--- src/hdl/ilc_pkg.sv ---
// Shared types and constants for the three-level interrupt controller.
`default_nettype none
package ilc_pkg;

  localparam int unsigned WordW     = 32;
  localparam int unsigned BitNumW   = 5;
  localparam int unsigned SelW      = 4;
  localparam int unsigned MaskCount = 9;
  localparam int unsigned MaskIdxW  = $clog2(MaskCount);
  localparam int unsigned LevelCount = 3;

  localparam int unsigned InTdataW  = 48;
  localparam int unsigned OutTdataW = 40;

  localparam logic [WordW-1:0] NRM_LOW_BITS    = 32'h3FFF_FFFF;
  localparam logic [WordW-1:0] EXT_SUMMARY_BIT = 32'h4000_0000;
  localparam logic [WordW-1:0] ERR_SUMMARY_BIT = 32'h8000_0000;

  typedef enum logic [1:0] {
    OP_RAISE  = 2'd0,
    OP_CANCEL = 2'd1,
    OP_WRITE  = 2'd2,
    OP_READ   = 2'd3
  } op_e;

  typedef enum logic [1:0] {
    GRP_NORMAL   = 2'd0,
    GRP_EXTERNAL = 2'd1,
    GRP_ERROR    = 2'd2,
    GRP_NONE     = 2'd3
  } group_e;

  localparam logic [SelW-1:0] REG_NRM_STATUS = 4'd0;
  localparam logic [SelW-1:0] REG_EXT_STATUS = 4'd1;
  localparam logic [SelW-1:0] REG_ERR_STATUS = 4'd2;
  localparam logic [SelW-1:0] REG_MASK_FIRST = 4'd3;
  localparam logic [SelW-1:0] REG_MASK_LAST  = 4'd11;

  typedef struct packed {
    logic [WordW-1:0]   wdata;
    logic [SelW-1:0]    reg_sel;
    logic [BitNumW-1:0] irq_bit;
    group_e             irq_group;
    op_e                op;
  } item_t;

  typedef struct packed {
    logic             level2_pending;
    logic             level4_pending;
    logic             level6_pending;
    logic [WordW-1:0] rdata;
  } result_t;

endpackage
`default_nettype wire

--- src/hdl/three_level_interrupt_controller.sv ---
// Top level of the three-level interrupt controller.
// Each transfer in raises or cancels an interrupt, or writes or reads one of
// the status and mask registers; each gives exactly one transfer out with the
// read data and the three level-pending flags as they stand after the item.
// The result is registered and valid in the cycle after the input transfer; one
// item can be taken every cycle unless the sink stalls: the registers update at
// the input transfer and the result register holds the output while the sink stalls.
`default_nettype none
module three_level_interrupt_controller (
  input  wire logic                            clk_i,
  input  wire logic                            rst_ni,
  input  wire logic                            s_axis_tvalid_i,
  output logic                                 s_axis_tready_o,
  // op[1:0], irq_group[3:2], irq_bit[8:4], reg_sel[12:9], wdata[44:13], zero
  input  wire logic [ilc_pkg::InTdataW-1:0]    s_axis_tdata_i,
  output logic                                 m_axis_tvalid_o,
  input  wire logic                            m_axis_tready_i,
  // rdata[31:0], level6_pending[32], level4_pending[33], level2_pending[34], zero
  output logic [ilc_pkg::OutTdataW-1:0]        m_axis_tdata_o
);

  localparam int unsigned ItemW = $bits(ilc_pkg::item_t);
  localparam int unsigned ResW  = $bits(ilc_pkg::result_t);

  ilc_pkg::item_t   item;
  ilc_pkg::result_t res_comb;
  ilc_pkg::result_t res_out;
  logic             accept;
  logic             free;

  assign item   = ilc_pkg::item_t'(s_axis_tdata_i[ItemW-1:0]);
  assign accept = s_axis_tvalid_i && free;
  assign s_axis_tready_o = free;

  ilc_core u_core (
    .clk_i    (clk_i),
    .rst_ni   (rst_ni),
    .accept_i (accept),
    .item_i   (item),
    .res_o    (res_comb)
  );

  ilc_out_reg u_out (
    .clk_i   (clk_i),
    .rst_ni  (rst_ni),
    .load_i  (accept),
    .res_i   (res_comb),
    .ready_i (m_axis_tready_i),
    .valid_o (m_axis_tvalid_o),
    .free_o  (free),
    .res_o   (res_out)
  );

  assign m_axis_tdata_o = {{(ilc_pkg::OutTdataW - ResW){1'b0}}, res_out};

endmodule
`default_nettype wire

--- src/hdl/ilc_core.sv ---
// Status and mask registers, item decode, read mux and level summary.
`default_nettype none
module ilc_core (
  input  wire logic            clk_i,
  input  wire logic            rst_ni,
  input  wire logic            accept_i,
  input  ilc_pkg::item_t       item_i,
  output ilc_pkg::result_t     res_o
);

  logic [ilc_pkg::WordW-1:0] nrm_q, nrm_d;
  logic [ilc_pkg::WordW-1:0] ext_q, ext_d;
  logic [ilc_pkg::WordW-1:0] err_q, err_d;
  logic [ilc_pkg::WordW-1:0] mask_q [ilc_pkg::MaskCount];
  logic [ilc_pkg::WordW-1:0] mask_d [ilc_pkg::MaskCount];

  logic [ilc_pkg::WordW-1:0]    bit_onehot;
  logic [ilc_pkg::SelW-1:0]     sel_off;
  logic [ilc_pkg::MaskIdxW-1:0] mask_idx;
  logic                         sel_is_mask;
  logic [ilc_pkg::WordW-1:0]    rdata;
  logic [ilc_pkg::LevelCount-1:0] level_any;

  assign bit_onehot  = ilc_pkg::WordW'(1) << item_i.irq_bit;
  assign sel_off     = item_i.reg_sel - ilc_pkg::REG_MASK_FIRST;
  assign mask_idx    = sel_off[ilc_pkg::MaskIdxW-1:0];
  assign sel_is_mask = item_i.reg_sel inside {[ilc_pkg::REG_MASK_FIRST:ilc_pkg::REG_MASK_LAST]};

  // Next state for the item being transferred in.
  always_comb begin
    nrm_d  = nrm_q;
    ext_d  = ext_q;
    err_d  = err_q;
    mask_d = mask_q;
    if (accept_i) begin
      case (item_i.op)
        ilc_pkg::OP_RAISE: begin
          case (item_i.irq_group)
            ilc_pkg::GRP_NORMAL:   nrm_d = nrm_q | bit_onehot;
            ilc_pkg::GRP_EXTERNAL: ext_d = ext_q | bit_onehot;
            ilc_pkg::GRP_ERROR:    err_d = err_q | bit_onehot;
            default: ;
          endcase
        end
        // Cancel always hits the external word.
        ilc_pkg::OP_CANCEL: ext_d = ext_q & ~bit_onehot;
        ilc_pkg::OP_WRITE: begin
          if (item_i.reg_sel == ilc_pkg::REG_NRM_STATUS) begin
            nrm_d = nrm_q & ~item_i.wdata;
          end else if (item_i.reg_sel == ilc_pkg::REG_ERR_STATUS) begin
            err_d = err_q & ~item_i.wdata;
          end else if (sel_is_mask) begin
            mask_d[mask_idx] = item_i.wdata;
          end
        end
        default: ;
      endcase
    end
  end

  // Read mux works on the state before the item.
  always_comb begin
    rdata = '0;
    if (item_i.op == ilc_pkg::OP_READ) begin
      case (item_i.reg_sel)
        ilc_pkg::REG_NRM_STATUS: begin
          rdata = nrm_q & ilc_pkg::NRM_LOW_BITS;
          if (ext_q != '0) rdata = rdata | ilc_pkg::EXT_SUMMARY_BIT;
          if (err_q != '0) rdata = rdata | ilc_pkg::ERR_SUMMARY_BIT;
        end
        ilc_pkg::REG_EXT_STATUS: rdata = ext_q;
        ilc_pkg::REG_ERR_STATUS: rdata = err_q;
        default: begin
          if (sel_is_mask) rdata = mask_q[mask_idx];
        end
      endcase
    end
  end

  // Level outputs reflect the state after the item.
  always_comb begin
    for (int l = 0; l < ilc_pkg::LevelCount; l++) begin
      level_any[l] = ((nrm_d & mask_d[l]) |
                      (ext_d & mask_d[ilc_pkg::LevelCount + l]) |
                      (err_d & mask_d[2*ilc_pkg::LevelCount + l])) != '0;
    end
  end

  assign res_o.rdata          = rdata;
  assign res_o.level6_pending = level_any[0];
  assign res_o.level4_pending = level_any[1];
  assign res_o.level2_pending = level_any[2];

  always_ff @(posedge clk_i or negedge rst_ni) begin
    if (!rst_ni) begin
      nrm_q <= '0;
      ext_q <= '0;
      err_q <= '0;
      for (int i = 0; i < ilc_pkg::MaskCount; i++) mask_q[i] <= '0;
    end else begin
      nrm_q  <= nrm_d;
      ext_q  <= ext_d;
      err_q  <= err_d;
      mask_q <= mask_d;
    end
  end

endmodule
`default_nettype wire

--- src/hdl/ilc_out_reg.sv ---
// Result register with stream handshake on the master side.
`default_nettype none
module ilc_out_reg (
  input  wire logic        clk_i,
  input  wire logic        rst_ni,
  input  wire logic        load_i,
  input  ilc_pkg::result_t res_i,
  input  wire logic        ready_i,
  output logic             valid_o,
  output logic             free_o,
  output ilc_pkg::result_t res_o
);

  logic             valid_q, valid_d;
  ilc_pkg::result_t res_q;

  // Take a new result when empty or when the held one leaves this cycle.
  assign free_o = !valid_q || ready_i;

  always_comb begin
    valid_d = valid_q;
    if (load_i) begin
      valid_d = 1'b1;
    end else if (ready_i) begin
      valid_d = 1'b0;
    end
  end

  always_ff @(posedge clk_i or negedge rst_ni) begin
    if (!rst_ni) begin
      valid_q <= 1'b0;
    end else begin
      valid_q <= valid_d;
    end
  end

  always_ff @(posedge clk_i) begin
    if (load_i) begin
      res_q <= res_i;
    end
  end

  assign valid_o = valid_q;
  assign res_o   = res_q;

endmodule
`default_nettype wire

--- config.mk ---
export PLATFORM = sky130hd
export DESIGN_NAME = three_level_interrupt_controller
export DESIGN_NICKNAME = d
export VERILOG_FILES = /design/src/hdl/ilc_pkg.sv /design/src/hdl/three_level_interrupt_controller.sv /design/src/hdl/ilc_core.sv /design/src/hdl/ilc_out_reg.sv
export SDC_FILE = /design/constraint.sdc
export NUM_CORES = 1
export LEC_CHECK = 0
export BUFFER_PORTS_ARGS = -buffer_cell sky130_fd_sc_hd__buf_2
export CORE_AREA = 2 2 232 234
export DETAILED_ROUTE_END_ITERATION = 8
export DIE_AREA = 0 0 234 236
export PLACE_DENSITY = 0.57
export SYNTH_ARGS = -nofsm -noshare
export SYNTH_HDL_FRONTEND = slang
export SYNTH_SLANG_ARGS = --single-unit
--- constraint.sdc ---
create_clock -name clk_i -period 3.6 [get_ports clk_i]
set_input_delay 0.72 -clock clk_i [delete_from_list [all_inputs] [get_ports clk_i]]
set_output_delay 0.72 -clock clk_i [all_outputs]
set_load 0.05 [all_outputs]
# ---- Word level (Yosys, flattened, before mapping)
# Index checks and enable logic that the tools add are counted.
dict set report totals {
  reg_bits 420
  inputBits 52
  out_inout_bits 42
  wordCells 97
}
dict set report classes {
  addsub 1
  magnitude_cmp 4
  eq_ne 7
  shift 1
  n_mux 29
  bitwise_logic 24
  n_reduce_logical 14
}
# op n
set op_table {}
lappend op_table {{$mux 288} 5}
lappend op_table {{$mux 32} 14}
lappend op_table {{$and 32x32->32} 12}
lappend op_table {{$bwmux 288} 1}
lappend op_table {{$or 32x32->32} 9}
lappend op_table {{$pmux 32 s2} 3}
lappend op_table {{$reduce_bool 32->1} 5}
lappend op_table {{$bmux 32 s4} 1}
lappend op_table {{$demux 32 s4} 1}
lappend op_table {{$pmux 32 s3} 1}
lappend op_table {{$not 32->32} 2}
lappend op_table {{$shl 1x5->32 const A} 1}
lappend op_table {{$mux 31} 1}
lappend op_table {{$eq 2x2->1 const B} 3}
lappend op_table {{$ge 5x5->1 const B} 1}
lappend op_table {{$lt 5x1->1 const B} 1}
lappend op_table {{$not 4->5} 1}
lappend op_table {{$eq 2x1->1 const B} 2}
lappend op_table {{$eq 4x1->1 const B} 1}
lappend op_table {{$eq 4x2->1 const B} 1}
lappend op_table {{$ge 4x2->1 const B} 1}
lappend op_table {{$le 4x4->1 const B} 1}
lappend op_table {{$logic_not 2->1} 2}
lappend op_table {{$logic_not 4->1} 1}
lappend op_table {{other kinds (6)} 9}

# ---- Depth between registers and ports, before layout
# Gate-level depths: netlist of run 1.
dict set report logic_depth {
  word_depth 16
  mapped_depth 14
  ltp_nobuf 11
}

# ---- Hierarchy
# A second synthesis of run 1 with hierarchy kept.
dict set report hier_totals {
  cells_unflattened 2064
  hier_area_um2 22444.0
}
# module instances cells_per_inst area_per_inst_um2
set modules_own_cells {}
lappend modules_own_cells {ilc_core 1 2019 21297.9}
lappend modules_own_cells {ilc_out_reg 1 38 1098.6}
lappend modules_own_cells {three_level_interrupt_controller 1 7 47.5}

# ---- Worst setup path after synthesis of run 1
# Ideal clock, no wire load.
dict set report synth_path {
  path_type {input -> register}
  start {input port s_axis_tdata_i[9] in the netlist's numbering}
  end {register u_out.res_q (netlist bit u_out.res_o[34]), data pin}
  setup_ps 272
  t_arrival_ps 4105
  required_ps 3328
  slack_ps -777
  cell_stages 13
  n_path_buf 3
  cell_sequence {inv_1 > ha_1 > or3b_4 > and2_0 > buf_2 > nor3_2 > buf_4 > buf_2 > mux2i_1 > o22ai_1 > or4_1 > or4_1 > or4_1}
}
# item line
set synth_lines {}
lappend synth_lines {{start: declaration} three_level_interrupt_controller.sv:15} ;# input wire logic [ilc_pkg::InTdataW-1:0] s_axis_tdata_i,
lappend synth_lines {{end signal: assignment} ilc_out_reg.sv:39} ;# res_q <= res_i;
lappend synth_lines {{end: declaration} ilc_out_reg.sv:15} ;# ilc_pkg::result_t res_q;

==> flow_summary.json, run 1 <==
{
  "yosys.area.top_type": "dfrtp_1",
  "fin_setup_tns_ps": -212,
  "track_usage_pct": 42.9,
  "ys.flop_type": "dfrtp_1",
  "holdBufCountCts": 0,
  "fill_cells": 4632,
  "via_per_inst": 6.49,
  "yosys-top-cells-count": "dfrtp_1 (385), a21oi_1 (214), mux2_2 (206), inv_1 (106), clkbuf_1 (90)",
  "die_y_um": 236,
  "synth_seq_cells": 420,
  "hold_path.class": "input port to asynchronous set/reset pin",
  "hold_violations": 0,
  "core_area_um2": 53100,
  "ys_seq_area_share_pct": 51.1,
  "drtIter0Drc": 2848,
  "syn_area_um2": 20900,
  "syn_to_final_growth_pct": 38.0,
  "yosysMostFrequentCell": "dfrtp_1",
  "cp-end-kind": "flop",
  "rsz0062_at_grt": "yes",
  "post-route-period-util_pct": 104,
  "path_class": "input port to flop",
  "synthDistinctLibCells": 73,
  "ys_async_sr_fraction_pct": 91.7,
  "ff2ff_path_depth": 10,
  "dieArea_um2": 55200,
  "worst-endpoint-required_ps": 3970,
  "cp_max_fo": 5,
  "total_power_mw": 13.2,
  "maxCapViolations": 0,
  "clk_pin_slew_worst_paths_ps": 60,
  "cts_made_buffers": 50,
  "grt_max_degree": 68,
  "cts_tree": "done",
  "dr.pass1.iters": 8,
  "skew_ps": 30.9,
  "synth_cells": 1736,
  "drv_slew": 0,
  "worst_slack_ps": -140,
  "drive_gt1_share_pct": 46.2,
  "drc_errors": 0,
  "tightest_slew_ps": 969,
  "initial_utilization_pct": 39.4,
  "leakage_nw": 14.4,
  "drt-total-wl_um": 119000,
  "status": "complete, but fails checks",
  "die_w_um": 234,
  "io_pins": 94,
  "whs_ps": 106,
  "ys_top_cells_by_area": "dfrtp_1 (46%), mux2_2 (11%), mux4_2 (6.9%), a21oi_1 (5.1%), edfxtp_1 (5.0%)",
  "vias": 19600,
  "startpoint_type": "input port",
  "placed_cell_area_um2": 26200,
  "synth_area_per_cell_um2": 12.0,
  "seq_area_um2": 10700,
  "reg2reg_slack_ps": -110,
  "yosys_warnings": 0,
  "cts_sinks": 420,
  "grt_pass1_wl_um": 160000,
  "violations": "negative setup slack",
  "r2r_end": "u_out.res_o[34]",
  "pre_cts_slack_ps": -1060,
  "gr-total-overflow": 0,
  "final_nets": 2334,
  "slew_headroom_pct": 34.8,
  "port_buffers": 85,
  "postLayoutCellArea_um2": 28900,
  "synth_edf_count": 35,
  "endpoint": "u_out.res_o[34]",
  "htreeDepth": 2,
  "gp_congestion": 1.03,
  "r2r_start": "u_out.valid_o",
  "multi_input_area_um2": 9820,
  "synth_top_area_share_pct": 46.1,
  "grt_pass1_vias": 19200,
  "powerDensity_nw_per_um2": 456,
  "cp-startpoint": "s_axis_tdata_i[10]",
  "ir_worst_vdd_mv": 0.386,
  "cts_root_buffer": "clkbuf_16",
  "num_rows": 85,
  "post-route-min-period_ps": 3740,
  "max_freq_ghz": 0.267,
  "setup_viol": 3,
  "hpwl_um": 90100,
  "wl_per_cell_um": 39.5,
  "cts_buffer_depth": 3,
  "grt_antenna_before_repair": 8,
  "clock_latency_ps": 630,
  "arrival_ps": 4100,
  "ant_nets": 0
}
## cells in the final DEF (no fill, tap or decap), types with 6 or more instances in the layout
cell type	n
a21o_1	20
a21oi_1	212
a221o_1	6
a221oi_1	6
a222oi_1	32
a22o_1	14
a22oi_1	42
a22oi_2	11
a2bb2oi_1	10
and2_1	6
buf_12	59
buf_2	82
buf_4	462
buf_6	11
clkbuf_1	13
clkbuf_16	55
clkbuf_8	16
clkinv_2	7
dfrtp_1	385
edfxtp_1	35
inv_1	103
mux2_2	193
mux2_4	19
mux2i_1	57
mux2i_2	8
mux4_2	64
nand2_1	43
nand2b_1	10
nand4_1	27
nor2_1	33
nor4_1	21
o21a_1	9
o21ai_0	11
o22ai_1	43
o2bb2ai_1	24
or3_1	34
## cell type report
type | count | share of cell area [%]
Clock inverter | 13 | 0.572
Antenna cell | 1 | 0.00867
Multi-Input combinational cell | 1076 | 34.0
Tap cell | 696 | 3.02
Inverter | 107 | 1.46
Clock buffer | 81 | 5.44
Sequential cell | 420 | 37.0
Timing Repair Buffer | 621 | 18.4
## sequential cells by signal, indices dropped and copies added (netlist names)
signal         flops
u_core.nrm_q      32
u_core.mask_q    288
u_core.ext_q      32
u_out.res_o       35
u_out.valid_o      1
u_core.err_q      32
## worst max-delay path: stages
cell	delay (ps)
buf_12	100
inv_6	30
ha_4	140
or3b_4	400
buf_6	140
a211oi_4	230
buf_4	170
o2111ai_4	130
buf_12	190
buf_12	140
clkbuf_16	190
mux2_4	320
o2bb2ai_1	230
nor4_2	310
nand4_1	110
or4_1	520
## cell families (layout without fill, tap and decap cells)
kind of cell	Yosys count	after routing	synth area share (%)
AO/OA/AOI/OAI	483	483	15.5
XOR/XNOR	2	2	0.0838
adder cells (fa/ha/maj)	6	6	0.359
buffers and inverters	244	822	4.75
flip-flops	420	420	51.1
multiplexers	347	347	21.8
other	1	6	0.0179
AND/OR/NAND/NOR	233	233	6.37
## timing repair
| item | 4_1_cts | 5_1_grt |
|---|---|---|
| setup endpoints to repair | 3 | 3 |
| gates resized for setup | 52 | 69 |
| pin swaps | 13 | 28 |
| buffers inserted | 21 | 11 |
| gates cloned | 1 | 3 |
## power breakdown
group | switching (mW) | total (mW) | internal [mW]
registers | 0.261 | 5.40 | 5.13
clock network | 2.19 | 5.39 | 3.20
logic | 1.43 | 2.38 | 0.949
## worst min path at each step
stage,from,end,slack [ps]
4_1_cts,rst_ni,u_core.ext_q[18],140
2_1_floorplan,rst_ni,u_core.err_q[0],420
5_1_grt,rst_ni,u_core.mask_q[206],150
3_5_place_dp,u_core.mask_q[10],u_core.mask_q[10],500
3_3_place_gp,u_core.mask_q[10],u_core.mask_q[10],490
6_report,rst_ni,u_core.mask_q[238],110
## per-layer routing
| layer | routed length, um | share of wire (%) | GRT usage, % | vias to the layer above |
|---|---|---|---|---|
| met5 | 68 | 0.057 | 0 | - |
| met4 | 7650 | 6.4 | 21.5 | 8 |
| met3 | 13400 | 11 | 10.7 | 306 |
| met2 | 50000 | 42 | 61.1 | 1355 |
| met1 | 48000 | 40 | 60.4 | 10200 |
| li1 | - | - | - | 7697 |
## per-stage QoR
stage / util [%] / instances
after CTS: 53.5 / 3001
after floorplan: - / 1740
final: 54.4 / 3015
after global placement: 49.4 / 2885
after detailed placement: 49.4 / 2885
after global routing: 54.4 / 3014
Note: power is estimated with default switching activity, not from simulation.
==> inputs of run 2 (changes only) <==
- ABC_AREA: default -> 1
- CORE_AREA: 2 2 232 234 -> 2 2 252 254
- DIE_AREA: 0 0 234 236 -> 0 0 254 256
- PLACE_DENSITY: 0.57 -> 0.56
- clock period: 3.6 -> 3.2 ns (I/O delays scaled with it)
==> run 2 against run 1 <==
  * The flow now finishes without violations
  * Clock skew is 11 ps lower
  * Count of clock-buffer cells in the layout fell by 12
  * Global-route usage shrank 2.3 points
  * Register-to-register slack improved by 310 ps
  * Setup slack better by 270 ps
  * Via count increased by 45%
  * Synthesized cell count up 110%
  * Clock power rose by 9.5%
  * Combinational power grew 110%
  * Final area is 10% higher
==> flow_summary.json, run 2 <==
{
  "ys_top_cells_by_area": "dfrtp_1 (39%), nand2_1 (21%), nand3_1 (6.0%), o21ai_0 (5.9%), edfxtp_1 (4.3%)",
  "powerDensity_nw_per_um2": 547,
  "slew_headroom_pct": 34.8,
  "grt_pass1_vias": 26500,
  "hpwl_um": 102000,
  "cts_tree": "done",
  "power_frac_seq_pct": 37.8,
  "cp-end-kind": "flop",
  "drc_errors": 0,
  "drtIter0Drc": 3924,
  "yosysMostFrequentCell": "nand2_1",
  "port_buffers": 85,
  "cts_root_buffer": "clkbuf_16",
  "layout_common_cells": "nand2_1 (1,373), buf_4 (473), dfrtp_1 (385)",
  "track_usage_pct": 40.6,
  "initial_utilization_pct": 39.6,
  "ys.flop_type": "dfrtp_1",
  "grt_pass1_wl_um": 189000,
  "clock_latency_ps": 620,
  "hold_violations": 0,
  "grt_antenna_before_repair": 11,
  "via_per_inst": 5.75,
  "wl_per_cell_um": 26.8,
  "yosys_warnings": 0,
  "synth_cells": 3600,
  "core_area_um2": 62400,
  "max_freq_ghz": 0.326,
  "drt-total-wl_um": 133000,
  "layout_commonest_cell": "nand2_1",
  "synth_seq_cells": 420,
  "yosys.area.top_type": "dfrtp_1",
  "ant_nets": 0,
  "skew_ps": 20.2,
  "io_pins": 94,
  "postLayoutCellArea_um2": 31800,
  "p_sw_mw": 6.38,
  "post-route-min-period_ps": 3070,
  "drv_slew": 0,
  "cp_max_fo": 14,
  "num_rows": 92,
  "p_comb_share_pct": 28.3,
  "htreeDepth": 2,
  "placed_cell_area_um2": 30100,
  "ir_worst_vdd_mv": 0.377,
  "syn_to_final_growth_pct": 28.7,
  "grt_max_degree": 93,
  "fin_setup_tns_ps": 0,
  "rsz0062_at_grt": "no",
  "hold_path.class": "input port to flop",
  "post-route-period-util_pct": 96.0,
  "startpoint_type": "input port",
  "vias": 28400,
  "tightest_slew_ps": 977,
  "gp_congestion": 1.03,
  "cts_buffer_depth": 3,
  "final_nets": 4113,
  "synth_top_area_share_pct": 39.0,
  "largest_register_ffs": 288,
  "post_cts_buffers": 0,
  "largest-register": "u_core.mask_q",
  "ys_async_sr_fraction_pct": 91.7,
  "gr-total-overflow": 0,
  "status": "complete, no violations",
  "cts_made_buffers": 51,
  "maxCapViolations": 0,
  "die_w_um": 254,
  "synth_area_per_cell_um2": 6.86,
  "synth_edf_count": 35,
  "dieArea_um2": 65000,
  "syn_area_um2": 24700,
  "synthDistinctLibCells": 39,
  "yosys-top-cells-count": "nand2_1 (1,381), dfrtp_1 (385), nand3_1 (295), o21ai_0 (289), inv_1 (267)",
  "clk_pin_slew_worst_paths_ps": 60,
  "dr.pass1.iters": 6,
  "arrival_ps": 3450,
  "die_y_um": 256,
  "worst-endpoint-required_ps": 3580,
  "drive_gt1_share_pct": 17.8,
  "cts_sinks": 420,
  "switching_share_pct": 36.7,
  "internal_power_mw": 11.0,
  "setup_viol": 0,
  "path_class": "input port to flop",
  "ys_seq_area_share_pct": 43.2,
  "pwr-share-clk_pct": 33.9,
  "leakage_nw": 15.9
}
## run 2: through the flow
stage	setup slack [ps]	power (mW)	cells	utilization, %	hold WS (ps)
final	129	17.4	4945	51.0	376
after global placement	-463	11.3	4847	48.3	474
after CTS	97.3	17.2	4941	50.9	346
after detailed placement	-430	11.4	4847	48.3	477
after floorplan	-5.53	8.80	3604	-	344
after global routing	2.05	18.0	4943	51.0	390
## run 2: cells by family (layout without fill, tap and decap cells)
| group | after synthesis | count (layout) | synth area share [%] |
|---|---|---|---|
| DFF | 420 | 420 | 43.2 |
| buffers and inverters | 494 | 985 | 7.81 |
| other | 1 | 9 | 0.0152 |
| and+or+nand+nor | 2023 | 2023 | 33.6 |
| adders and majority gates | 6 | 6 | 0.304 |
| AOI/OAI and AO/OA | 655 | 655 | 15.0 |
| xor gates and xnor gates | 1 | 1 | 0.0355 |
## run 2: worst max-delay path, cell delays in order
cell,delay (ps)
buf_4,150
ha_1,250
xor2_1,330
inv_2,90
nor2_4,170
buf_4,180
buf_4,270
buf_4,180
nand3_1,90
nand3_1,150
nand2_1,70
nor2_1,180
nand2_1,70
nor2_1,220
nand2_1,80
nor2_1,90
buf_4,130
nand3_1,70
## run 2: metal layers
layer	vias up	routed length (um)	part of all wire (%)	track usage [%]
li1	12600	-	-	-
met1	13600	52900	40	54.2
met2	1791	55100	41	58.5
met3	426	14700	11	10.0
met4	10	9960	7.5	25.7
met5	-	92	0.069	0
## run 2: what timing repair did
action	in CTS	in global routing
gates resized for setup	0	6
hold buffers	1	0
endpoints found under the hold margin	26	0
setup endpoints to repair	0	3
## run 2: worst paths after layout
path | startpoint | endpoint | slack, ps | cells past startpoint
hold reg to reg | u_core.mask_q[38] | u_core.mask_q[38] | 500 | 2
hold / removal | s_axis_tdata_i[26] | u_core.mask_q[13] | 380 | 3
setup reg to reg | u_out.valid_o | u_out.res_o[34] | 200 | 18
max in group asynchronous | rst_ni | u_core.mask_q[139] | 1760 | 3
min in group asynchronous | rst_ni | u_core.mask_q[192] | 490 | 2
setup / recovery | s_axis_tdata_i[9] | u_out.res_o[32] | 130 | 18
## run 2: layout make-up
type	count	area, um^2
timing repair buffer	616	5140
clock buffer	69	1410
inverter	276	1050
multi-input combinational	2690	12200
fill	6429	30600
antenna	4	10.0
tap	846	1060
sequential	420	10700
clock inverter	24	219
## run 2: power by group through the flow
stage / logic, mW / clock network [mW] / registers, mW
floorplan: 2.27 / 0 / 6.53
global placement: 4.70 / 0 / 6.63
detailed placement: 4.73 / 0 / 6.63
CTS: 4.75 / 5.93 / 6.54
global route: 5.24 / 6.13 / 6.64
finish: 4.93 / 5.90 / 6.58
